--- src/sv/fbpa_pkg.sv ---
// ----------------------------------------------------------------------------
// Block pool allocator package
// Command, status and register codes, FSM states and the remainder chain
// data type shared by the allocator modules.
// ----------------------------------------------------------------------------
package fbpa_pkg;

   localparam int DEF_MAX_BLOCKS    = 256;
   localparam int DEF_BLOCKS_IN_USE = 8;
   localparam int DEF_BLOCK_LOG2    = 5;
   localparam int MIN_BLOCK_LOG2    = 3;
   localparam int MAX_BLOCK_LOG2    = 12;

   localparam int WORD_W      = 32;
   localparam int REM_W       = 12;   // holds an index for pools of up to 4096 blocks
   localparam int CELL_BITS   = 4;    // quotient bits consumed per cell
   localparam int N_CELLS     = WORD_W / CELL_BITS;
   localparam int CSR_INDEX_W = 2;

   typedef enum logic [1:0] {
      CMD_ALLOC  = 2'd0,
      CMD_FREE   = 2'd1,
      CMD_REINIT = 2'd2
   } cmd_type;

   typedef enum logic [1:0] {
      STAT_DONE      = 2'd0,
      STAT_EMPTY     = 2'd1,
      STAT_NULL_FREE = 2'd2
   } status_type;

   localparam logic [CSR_INDEX_W-1:0] CSR_POOL_BASE   = 2'd0;
   localparam logic [CSR_INDEX_W-1:0] CSR_BLOCK_LOG2  = 2'd1;
   localparam logic [CSR_INDEX_W-1:0] CSR_BLOCK_COUNT = 2'd2;

   typedef enum logic [1:0] {
      S_IDLE,
      S_ALLOC_LINK,
      S_FREE_WAIT
   } state_type;

   // Transaction moving down the remainder chain
   typedef struct packed {
      logic              valid;
      logic [REM_W-1:0]  rem;
      logic [WORD_W-1:0] word;
   } chain_data_type;

   // Clamp the block size exponent to its legal range
   function automatic logic [3:0] eff_log2(input logic [3:0] raw);
      logic [3:0] s;
      s = raw;
      if (s < 4'(MIN_BLOCK_LOG2)) s = 4'(MIN_BLOCK_LOG2);
      if (s > 4'(MAX_BLOCK_LOG2)) s = 4'(MAX_BLOCK_LOG2);
      return s;
   endfunction

endpackage

--- src/sv/fixed_block_pool_allocator.sv ---
// ----------------------------------------------------------------------------
// Fixed block pool allocator
// LIFO free list over a pool of equal power-of-two blocks: allocate, free
// and reinitialise commands, one response strobe per transaction.
// ----------------------------------------------------------------------------
// Alloc of an untouched block, reinit, null free: response in the cycle
//   after acceptance, next transaction accepted the following cycle.
// Alloc of a freed block: busy until the response, which follows the link memory read.
// Free: busy until the response, which waits for the remainder chain.
// Reset: control and configuration return to defaults; the link memory is not
//   cleared and needs no clearing pass. The receiver cannot stall responses.
module fixed_block_pool_allocator
   import fbpa_pkg::*;
#(
   parameter int MAX_BLOCKS = DEF_MAX_BLOCKS
) (
   input  logic                   clock,
   input  logic                   reset,
   input  logic                   start,
   output logic                   busy,
   input  logic [1:0]             req_cmd,
   input  logic [31:0]            req_release_address,
   output logic                   rsp_valid,
   output logic [1:0]             rsp_status,
   output logic [31:0]            rsp_block_address,
   input  logic                   csr_we,
   input  logic [CSR_INDEX_W-1:0] csr_index,
   input  logic [31:0]            csr_wdata
);

   localparam int IDX_W  = $clog2(MAX_BLOCKS);
   localparam int HEAD_W = $clog2(MAX_BLOCKS+1);
   localparam logic [HEAD_W-1:0] NULL_MARK   = HEAD_W'(MAX_BLOCKS);
   localparam int                RESET_COUNT =
      (DEF_BLOCKS_IN_USE > MAX_BLOCKS) ? MAX_BLOCKS : DEF_BLOCKS_IN_USE;

   // configuration
   logic [31:0] pool_base_ff;
   logic [3:0]  block_log2_ff;
   logic [8:0]  block_count_ff;

   state_type   state_ff, state_in;
   logic [HEAD_W-1:0] freed_head_ff, freed_head_in;
   logic [HEAD_W-1:0] untouched_ff, untouched_in;
   logic [31:0]       pending_addr_ff, pending_addr_in;
   logic              rsp_valid_ff, rsp_valid_in;
   logic [1:0]        rsp_status_ff, rsp_status_in;
   logic [31:0]       rsp_addr_ff, rsp_addr_in;
   chain_data_type    chain_in_ff, chain_in_in;
   chain_data_type    chain_out;

   logic              accept;
   logic              head_valid;
   logic [3:0]        shift_amt;
   logic [HEAD_W-1:0] untouched_dec;
   logic [HEAD_W-1:0] count_clamped;
   logic [31:0]       head_addr;
   logic [31:0]       untouched_addr;
   logic [31:0]       release_block;

   logic              mem_re, mem_we;
   logic [HEAD_W-1:0] mem_rdata;

   assign accept        = start && !busy;
   assign busy          = (state_ff != S_IDLE);
   assign head_valid    = (freed_head_ff != NULL_MARK);
   assign shift_amt     = eff_log2(block_log2_ff);
   assign untouched_dec = untouched_ff - HEAD_W'(1);
   assign count_clamped = (32'(block_count_ff) > 32'(MAX_BLOCKS)) ?
                          NULL_MARK : HEAD_W'(block_count_ff);
   assign head_addr      = pool_base_ff + (32'(freed_head_ff) << shift_amt);
   assign untouched_addr = pool_base_ff + (32'(untouched_dec) << shift_amt);
   assign release_block  = (req_release_address - pool_base_ff) >> shift_amt;

   // ---------------------------------------------------------------- config
   always_ff @(posedge clock) begin
      if (reset) begin
         pool_base_ff   <= '0;
         block_log2_ff  <= 4'(DEF_BLOCK_LOG2);
         block_count_ff <= 9'(DEF_BLOCKS_IN_USE);
      end else if (csr_we) begin
         case (csr_index)
            CSR_POOL_BASE:   pool_base_ff   <= csr_wdata;
            CSR_BLOCK_LOG2:  block_log2_ff  <= csr_wdata[3:0];
            CSR_BLOCK_COUNT: block_count_ff <= csr_wdata[8:0];
            default: ;
         endcase
      end
   end

   // ------------------------------------------------------------ next state
   always_comb begin
      state_in = state_ff;
      case (state_ff)
         S_IDLE: begin
            if (accept) begin
               if (req_cmd == CMD_ALLOC && head_valid) begin
                  state_in = S_ALLOC_LINK;
               end else if (req_cmd == CMD_FREE && req_release_address != '0) begin
                  state_in = S_FREE_WAIT;
               end
            end
         end
         S_ALLOC_LINK: state_in = S_IDLE;
         S_FREE_WAIT: begin
            if (chain_out.valid) state_in = S_IDLE;
         end
         default: state_in = S_IDLE;
      endcase
   end

   // --------------------------------------------------------------- outputs
   always_comb begin
      freed_head_in   = freed_head_ff;
      untouched_in    = untouched_ff;
      pending_addr_in = pending_addr_ff;
      rsp_valid_in    = 1'b0;
      rsp_status_in   = STAT_DONE;
      rsp_addr_in     = '0;
      mem_re          = 1'b0;
      mem_we          = 1'b0;
      chain_in_in     = '{valid: 1'b0, rem: '0, word: release_block};
      case (state_ff)
         S_IDLE: begin
            if (accept) begin
               case (req_cmd)
                  CMD_ALLOC: begin
                     if (head_valid) begin
                        // pop: fetch the link below the head
                        mem_re          = 1'b1;
                        pending_addr_in = head_addr;
                     end else if (untouched_ff != '0) begin
                        untouched_in = untouched_dec;
                        rsp_valid_in = 1'b1;
                        rsp_addr_in  = untouched_addr;
                     end else begin
                        rsp_valid_in  = 1'b1;
                        rsp_status_in = STAT_EMPTY;
                     end
                  end
                  CMD_FREE: begin
                     if (req_release_address == '0) begin
                        rsp_valid_in  = 1'b1;
                        rsp_status_in = STAT_NULL_FREE;
                     end else begin
                        chain_in_in.valid = 1'b1;
                     end
                  end
                  CMD_REINIT: begin
                     freed_head_in = NULL_MARK;
                     untouched_in  = count_clamped;
                     rsp_valid_in  = 1'b1;
                  end
                  default: begin
                     rsp_valid_in = 1'b1;
                  end
               endcase
            end
         end
         S_ALLOC_LINK: begin
            freed_head_in = mem_rdata;
            rsp_valid_in  = 1'b1;
            rsp_addr_in   = pending_addr_ff;
         end
         S_FREE_WAIT: begin
            if (chain_out.valid) begin
               // push: link the freed block above the old head
               mem_we        = 1'b1;
               freed_head_in = HEAD_W'(chain_out.rem[IDX_W-1:0]);
               rsp_valid_in  = 1'b1;
            end
         end
         default: ;
      endcase
   end

   always_ff @(posedge clock) begin
      if (reset) begin
         state_ff          <= S_IDLE;
         freed_head_ff     <= NULL_MARK;
         untouched_ff      <= HEAD_W'(RESET_COUNT);
         rsp_valid_ff      <= 1'b0;
      end else begin
         state_ff          <= state_in;
         freed_head_ff     <= freed_head_in;
         untouched_ff      <= untouched_in;
         rsp_valid_ff      <= rsp_valid_in;
      end
   end

   always_ff @(posedge clock) begin
      pending_addr_ff   <= pending_addr_in;
      rsp_status_ff     <= rsp_status_in;
      rsp_addr_ff       <= rsp_addr_in;
      chain_in_ff.valid <= reset ? 1'b0 : chain_in_in.valid;
      chain_in_ff.rem   <= chain_in_in.rem;
      chain_in_ff.word  <= chain_in_in.word;
   end

   fbpa_rem_chain #(
      .MAX_BLOCKS(MAX_BLOCKS)
   ) u_chain (
      .clock    (clock),
      .reset    (reset),
      .chain_in (chain_in_ff),
      .chain_out(chain_out)
   );

   fbpa_link_ram #(
      .MAX_BLOCKS(MAX_BLOCKS)
   ) u_link_ram (
      .clock     (clock),
      .write_en  (mem_we),
      .write_addr(chain_out.rem[IDX_W-1:0]),
      .write_data(freed_head_ff),
      .read_en   (mem_re),
      .read_addr (freed_head_ff[IDX_W-1:0]),
      .read_data (mem_rdata)
   );

   assign rsp_valid         = rsp_valid_ff;
   assign rsp_status        = rsp_status_ff;
   assign rsp_block_address = rsp_addr_ff;

   // ------------------------------------------------------------ assertions
   a_rsp_follows_work: assert property (@(posedge clock) disable iff (reset)
      rsp_valid |-> $past(busy || start))
      else $error("response strobe without a transaction in progress");

   a_free_goes_busy: assert property (@(posedge clock) disable iff (reset)
      (accept && req_cmd == CMD_FREE && req_release_address != '0) |=> busy)
      else $error("non-null free did not enter the chain wait");

   a_head_in_range: assert property (@(posedge clock) disable iff (reset)
      freed_head_ff <= NULL_MARK)
      else $error("free list head beyond the null marker");

   a_chain_only_in_free: assert property (@(posedge clock) disable iff (reset)
      chain_out.valid |-> state_ff == S_FREE_WAIT)
      else $error("remainder chain output outside a free transaction");

endmodule

--- src/sv/fbpa_rem_cell.sv ---
// ----------------------------------------------------------------------------
// Remainder cell
// Consumes the top quotient bits of the word, folding them into a running
// remainder modulo the pool size, and hands the result to the next cell.
// ----------------------------------------------------------------------------
module fbpa_rem_cell
   import fbpa_pkg::*;
#(
   parameter int MAX_BLOCKS = DEF_MAX_BLOCKS
) (
   input  logic           clock,
   input  logic           reset,
   input  chain_data_type d_in,
   output chain_data_type d_out
);

   localparam logic [REM_W:0] MODULUS = (REM_W+1)'(MAX_BLOCKS);

   logic [REM_W:0]    r;
   logic              valid_ff;
   logic [REM_W-1:0]  rem_ff, rem_in;
   logic [WORD_W-1:0] word_ff, word_in;

   always_comb begin
      r = {1'b0, d_in.rem};
      for (int k = 0; k < CELL_BITS; k++) begin
         r = {r[REM_W-1:0], d_in.word[WORD_W-1-k]};
         if (r >= MODULUS) r = r - MODULUS;
      end
      rem_in  = r[REM_W-1:0];
      word_in = d_in.word << CELL_BITS;
   end

   always_ff @(posedge clock) begin
      if (reset) begin
         valid_ff <= 1'b0;
      end else begin
         valid_ff <= d_in.valid;
      end
   end

   always_ff @(posedge clock) begin
      rem_ff  <= rem_in;
      word_ff <= word_in;
   end

   assign d_out = '{valid: valid_ff, rem: rem_ff, word: word_ff};

endmodule

--- src/sv/fbpa_rem_chain.sv ---
// ----------------------------------------------------------------------------
// Remainder chain
// Row of registered remainder cells reducing a block number modulo the pool
// size, four bits per cell.
// ----------------------------------------------------------------------------
module fbpa_rem_chain
   import fbpa_pkg::*;
#(
   parameter int MAX_BLOCKS = DEF_MAX_BLOCKS
) (
   input  logic           clock,
   input  logic           reset,
   input  chain_data_type chain_in,
   output chain_data_type chain_out
);

   chain_data_type link [N_CELLS+1];

   assign link[0] = chain_in;

   for (genvar c = 0; c < N_CELLS; c++) begin : g_cell
      fbpa_rem_cell #(
         .MAX_BLOCKS(MAX_BLOCKS)
      ) u_cell (
         .clock(clock),
         .reset(reset),
         .d_in (link[c]),
         .d_out(link[c+1])
      );
   end

   assign chain_out = link[N_CELLS];

endmodule

--- src/sv/fbpa_link_ram.sv ---
// ----------------------------------------------------------------------------
// Free list link memory
// One entry per block holding the next freed block below it; registered
// read, separate read and write ports.
// ----------------------------------------------------------------------------
module fbpa_link_ram
   import fbpa_pkg::*;
#(
   parameter int MAX_BLOCKS = DEF_MAX_BLOCKS
) (
   input  logic                              clock,
   input  logic                              write_en,
   input  logic [$clog2(MAX_BLOCKS)-1:0]     write_addr,
   input  logic [$clog2(MAX_BLOCKS+1)-1:0]   write_data,
   input  logic                              read_en,
   input  logic [$clog2(MAX_BLOCKS)-1:0]     read_addr,
   output logic [$clog2(MAX_BLOCKS+1)-1:0]   read_data
);

   localparam int DATA_W = $clog2(MAX_BLOCKS+1);

   logic [DATA_W-1:0] mem [MAX_BLOCKS];
   logic [DATA_W-1:0] read_data_ff;

   always_ff @(posedge clock) begin
      if (write_en) begin
         mem[write_addr] <= write_data;
      end
   end

   always_ff @(posedge clock) begin
      if (read_en) begin
         read_data_ff <= mem[read_addr];
      end
   end

   assign read_data = read_data_ff;

endmodule
--- config.mk ---
export PLATFORM = sky130hd
export DESIGN_NAME = fixed_block_pool_allocator
export DESIGN_NICKNAME = d
export VERILOG_FILES = /design/src/sv/fbpa_pkg.sv /design/src/sv/fixed_block_pool_allocator.sv /design/src/sv/fbpa_rem_cell.sv /design/src/sv/fbpa_rem_chain.sv /design/src/sv/fbpa_link_ram.sv
export SDC_FILE = /design/constraint.sdc
export NUM_CORES = 2
export LEC_CHECK = 0
export ABC_AREA = 1
export BUFFER_PORTS_ARGS = -buffer_cell sky130_fd_sc_hd__buf_4
export CAP_MARGIN = 20
export CORE_ASPECT_RATIO = 0.8
export CORE_MARGIN = 3
export CORE_UTILIZATION = 66
export CTS_BUF_LIST = sky130_fd_sc_hd__clkbuf_4 sky130_fd_sc_hd__clkbuf_8
export CTS_CLUSTER_SIZE = 16
export DETAILED_ROUTE_END_ITERATION = 16
export PLACE_DENSITY_LB_ADDON = 0.05
export SLEW_MARGIN = 20
export SYNTH_ARGS = -nofsm -noshare
export SYNTH_HDL_FRONTEND = slang
export SYNTH_SLANG_ARGS = --single-unit
--- constraint.sdc ---
create_clock -name clock -period 8.2 [get_ports clock]
set_input_delay 1.23 -clock clock [delete_from_list [all_inputs] [get_ports clock]]
set_output_delay 1.23 -clock clock [all_outputs]
set_load 0.01 [all_outputs]
==> results by group <==
STA
  • Worst-Margin Slew: around 1.2 ns
  • Max Slew Vio Count: 0
  • Setup TNS Final: 0 ns
  • Slew margin rel.: 20.5%
  • Final setup vio count: 0
  • RSZ-0062 raised after global routing: no
  • Fin crit share: 64.0%
  • Fmax: about 0.19 GHz
  • Final min period: around 5.3 ns
  • Final-report hold violation count: 0
  • Worst Skew: roughly 0.079 ns

Global route
  • Vias in the first global route: 68,800
  • Initial antenna violation count: 14
  • First-pass GRT wire length: 439 mm
  • GRT Resource Usage Total: a little over a third
  • Largest net degree at the start of global routing: between 150 and 200
  • Global route total overflow: 0

Placement
  • Dpl cells: between 10,000 and 15,000
  • PortBufs: between 100 and 150
  • HPWL Detailed: 173 mm
  • RD Place Congestion: 0.942

Route
  • DR vias: 74,800
  • WL final: 296 mm
  • Met3 Wirelength: 40.4 mm
  • Vias per cell: 6.25
  • Drt wl/cell: 24.7 um
  • DRT iter0 DRCs: 11,600
  • Top routing layer used: met5
  • Final ANT Viol Nets: 0
  • DRC: 0
  • Detail Route met2 WL: approximately 130 mm
  • Drt pass-1 iters: 6
  • Wl on met1: roughly 120 mm

Clock tree
  • Skew-Pair Late Insertion Delay: 1.07 ns
  • CTS resizes: 0
  • Post-CTS setup buffers: 0
  • Hold Buf Count CTS: 0
  • Cts bufs inserted: between 300 and 400
  • CTS H-tree depth: 5
  • CTS max path bufs: 4
  • Clk sink count: 2,526
  • Worst-path clk slew: about 0.07 ns
  • Root Buffer: clkbuf_8
  • TritonCTS clock tree: yes

Final layout
  • Nets: 9,716
  • Core Util, Final: between 70 and 80%
  • Post-route insts no fill: 12,000
  • Layout overhead on the synthesized area: 8.91%
  • Layout cells sized above 1: 8.76%

Power
  • Leak Pwr: 41.2 nW
  • Sw Ratio: 37.1%
  • Total power: 0.0378 W
  • Cell area power density: roughly 330 mW/mm^2
  • IR Drop Worst-Case VDD: between 0.3 and 0.4 mV
  • Clock Power Share: 26.8%
  • Logic pwr share: just over 30%
  • Cell Int Power: 0.0237 W
  • Switching pwr: 0.0140 W
  • Reg power frac: a little over two fifths

Synth
  • Most used DFF post-synth: edfxtp_1
  • YS warnings: 0
  • #FFs+latches synth: 2,526
  • Count of flip-flops with a built-in enable after synthesis: 2,345
  • Sequential area share after synthesis: between 60 and 70%
  • Synthesized area per cell: 11.1 um^2
  • Async set or reset register ratio after synthesis: 0%
  • Post-synthesis cell type count: 49
  • Syn Inst Count: approximately 9,500
  • Mapped cell area: approximately 0.11 mm^2

Status
  • Status: finished clean

Worst setup path
  • Reg2Reg Depth: 21
  • Critical path type: flop to flop
  • Critical Path End Type: flop
  • CP arrival: 6.21 ns
  • R2r setup slk: approximately 3 ns
  • Worst-path fanout max: 29
  • Critical Path RT: between 9 and 10 ns
  • CP Launch Type: flop
  • FF-to-FF Start: block_log2_ff[2]
  • Worst r2r dst: rsp_block_address[22]

Floorplanning
  • Die ar.: 0.165 mm^2
  • Io pins: around 110
  • Die Width: about 450 um
  • CORE AREA: 0.158 mm^2
  • Starting density of the core: 67.0%
  • Site row count: 130
  • Die height: 364 um

Hold path
  • HP Class: flop to flop
  • Hold path start: chain_in_ff[4]
  • Hold depth: 0
  • Hold Path End: u_chain.g_cell[0].u_cell.word_ff[8]

Run
  • Max-cap violations: 0
[critical path, cell delays in order (launching register included)]
cell and delay [ns]:
dfxtp_1 0.82, nor2_2 0.24, o21ai_4 0.55, buf_4 0.38, inv_2 0.28, o21ai_0 0.31
mux2i_1 0.14, nand2_1 0.10, nand2_1 0.08, o21ai_0 0.35, ha_1 0.30, nand2_1 0.15
nor2_1 0.14, inv_1 0.04, o21ai_0 0.58, nand2_1 0.15, nand2_1 0.16, nand2_1 0.07
nand2_1 0.08, nand2_1 0.05, nand2_1 0.06, o21ai_1 0.08
[flip-flops by register name, indices dropped and copies added (netlist names), 9 cells and up]
register / flops
rsp_block_address: 32
u_chain.g_cell.u_cell.word_ff: 52
u_link_ram.mem: 2304
pool_base_ff: 32
untouched_ff: 9
block_count_ff: 9
pending_addr_ff: 32
u_chain.g_cell.u_cell.rem_ff: 12
u_link_ram.read_data: 9
freed_head_ff: 9
chain_in_ff: 9
[cell type report]
type | instances | area (um^2)
flip-flops and latches | 2526 | 74100
fillers | 10900 | 42800
multi-input cells | 6100 | 28100
clock buffers | 517 | 6430
well taps | 2112 | 2640
repair buffers | 220 | 1870
inverters | 333 | 1270
clock inverters | 157 | 895
diodes | 8 | 20.0
[worst max path at each step]
| stage | startpoint | end | cells past startpoint |
|---|---|---|---|
| after floorplan | freed_head_ff[5] | pending_addr_ff[22] | 15 |
| after global placement | block_log2_ff[3] | rsp_block_address[22] | 22 |
| after detailed placement | block_log2_ff[3] | rsp_block_address[22] | 22 |
| after CTS | block_log2_ff[2] | rsp_block_address[22] | 22 |
| after global routing | block_log2_ff[2] | rsp_block_address[22] | 22 |
| final | block_log2_ff[2] | rsp_block_address[22] | 21 |
[power groups by stage]
stage               registers [W]  clock network [W]  logic [W]
finish                     0.0161             0.0101     0.0115
global placement           0.0164                  0     0.0110
CTS                        0.0161             0.0102     0.0112
detailed placement         0.0164                  0     0.0112
global route               0.0161             0.0108     0.0124
floorplan                  0.0170                  0    0.00671
[metrics by stage]
step | hold WS, ns | instance area (um^2) | worst slack (ns)
after floorplan | 0.310 | 106000 | 1.31
after global placement | 0.310 | 108000 | 3.21
after detailed placement | 0.312 | 108000 | 3.15
after CTS | 0.271 | 115000 | 3.15
after global routing | 0.290 | 115000 | 2.54
final | 0.273 | 115000 | 2.95
[cells in the mapped netlist (2+ instances only)]
cell	number	area (um^2)
a211oi_1	31	233
a21boi_0	26	195
a21o_1	8	60.1
a21oi_1	401	2010
a22oi_1	2	15.0
a31oi_1	9	56.3
buf_1	38	143
buf_2	270	1350
buf_4	33	248
buf_6	7	78.8
clkbuf_1	216	811
clkinv_1	4	15.0
conb_1	2	7.51
dfxtp_1	181	3620
edfxtp_1	2345	70400
fa_1	3	60.1
ha_1	76	951
inv_1	320	1200
inv_2	9	33.8
mux2i_1	5	50.1
nand2_1	2129	7990
nand3_1	860	4300
nand3b_1	5	37.5
nand4_1	19	119
nor2_1	1224	4590
nor2_2	3	18.8
nor3_1	91	455
nor4_1	14	87.6
o211ai_1	112	841
o21a_1	4	30.0
o21ai_0	770	3850
o21ai_1	22	110
o21bai_1	14	105
o22ai_1	184	1150
o32ai_1	2	17.5
or2_2	19	119
xnor2_1	13	114
xor2_1	30	263
[cells in the final DEF, fill, tap and decap left out, types with 110 or more instances in the layout]
master,instances
edfxtp_1,2345
nand2_1,2124
nor2_1,1217
nand3_1,854
o21ai_0,770
clkbuf_8,407
a21oi_1,401
inv_1,317
buf_4,202
o22ai_1,184
dfxtp_1,172
o211ai_1,112
clkbuf_4,110
[metal layers]
| metal | track usage (%) | vias up |
|---|---|---|
| met3 | 9.91 | 650 |
| met5 | 0 | - |
| met1 | 54.5 | 35800 |
| met2 | 49.4 | 4777 |
| li1 | - | 33600 |
| met4 | 11.4 | 8 |
[cell families after synthesis]
logic type / Yosys count / share of synthesized area, %
AOI/OAI and AO/OA: 1588 / 8.23
xor gates and xnor gates: 43 / 0.356
adders and majority gates: 79 / 0.955
buffers and inverters: 898 / 3.67
DFF: 2526 / 69.9
muxes: 5 / 0.0473
other: 2 / 0.00709
and+or+nand+nor: 4371 / 16.8
Note: power is estimated with default switching activity, not from simulation.
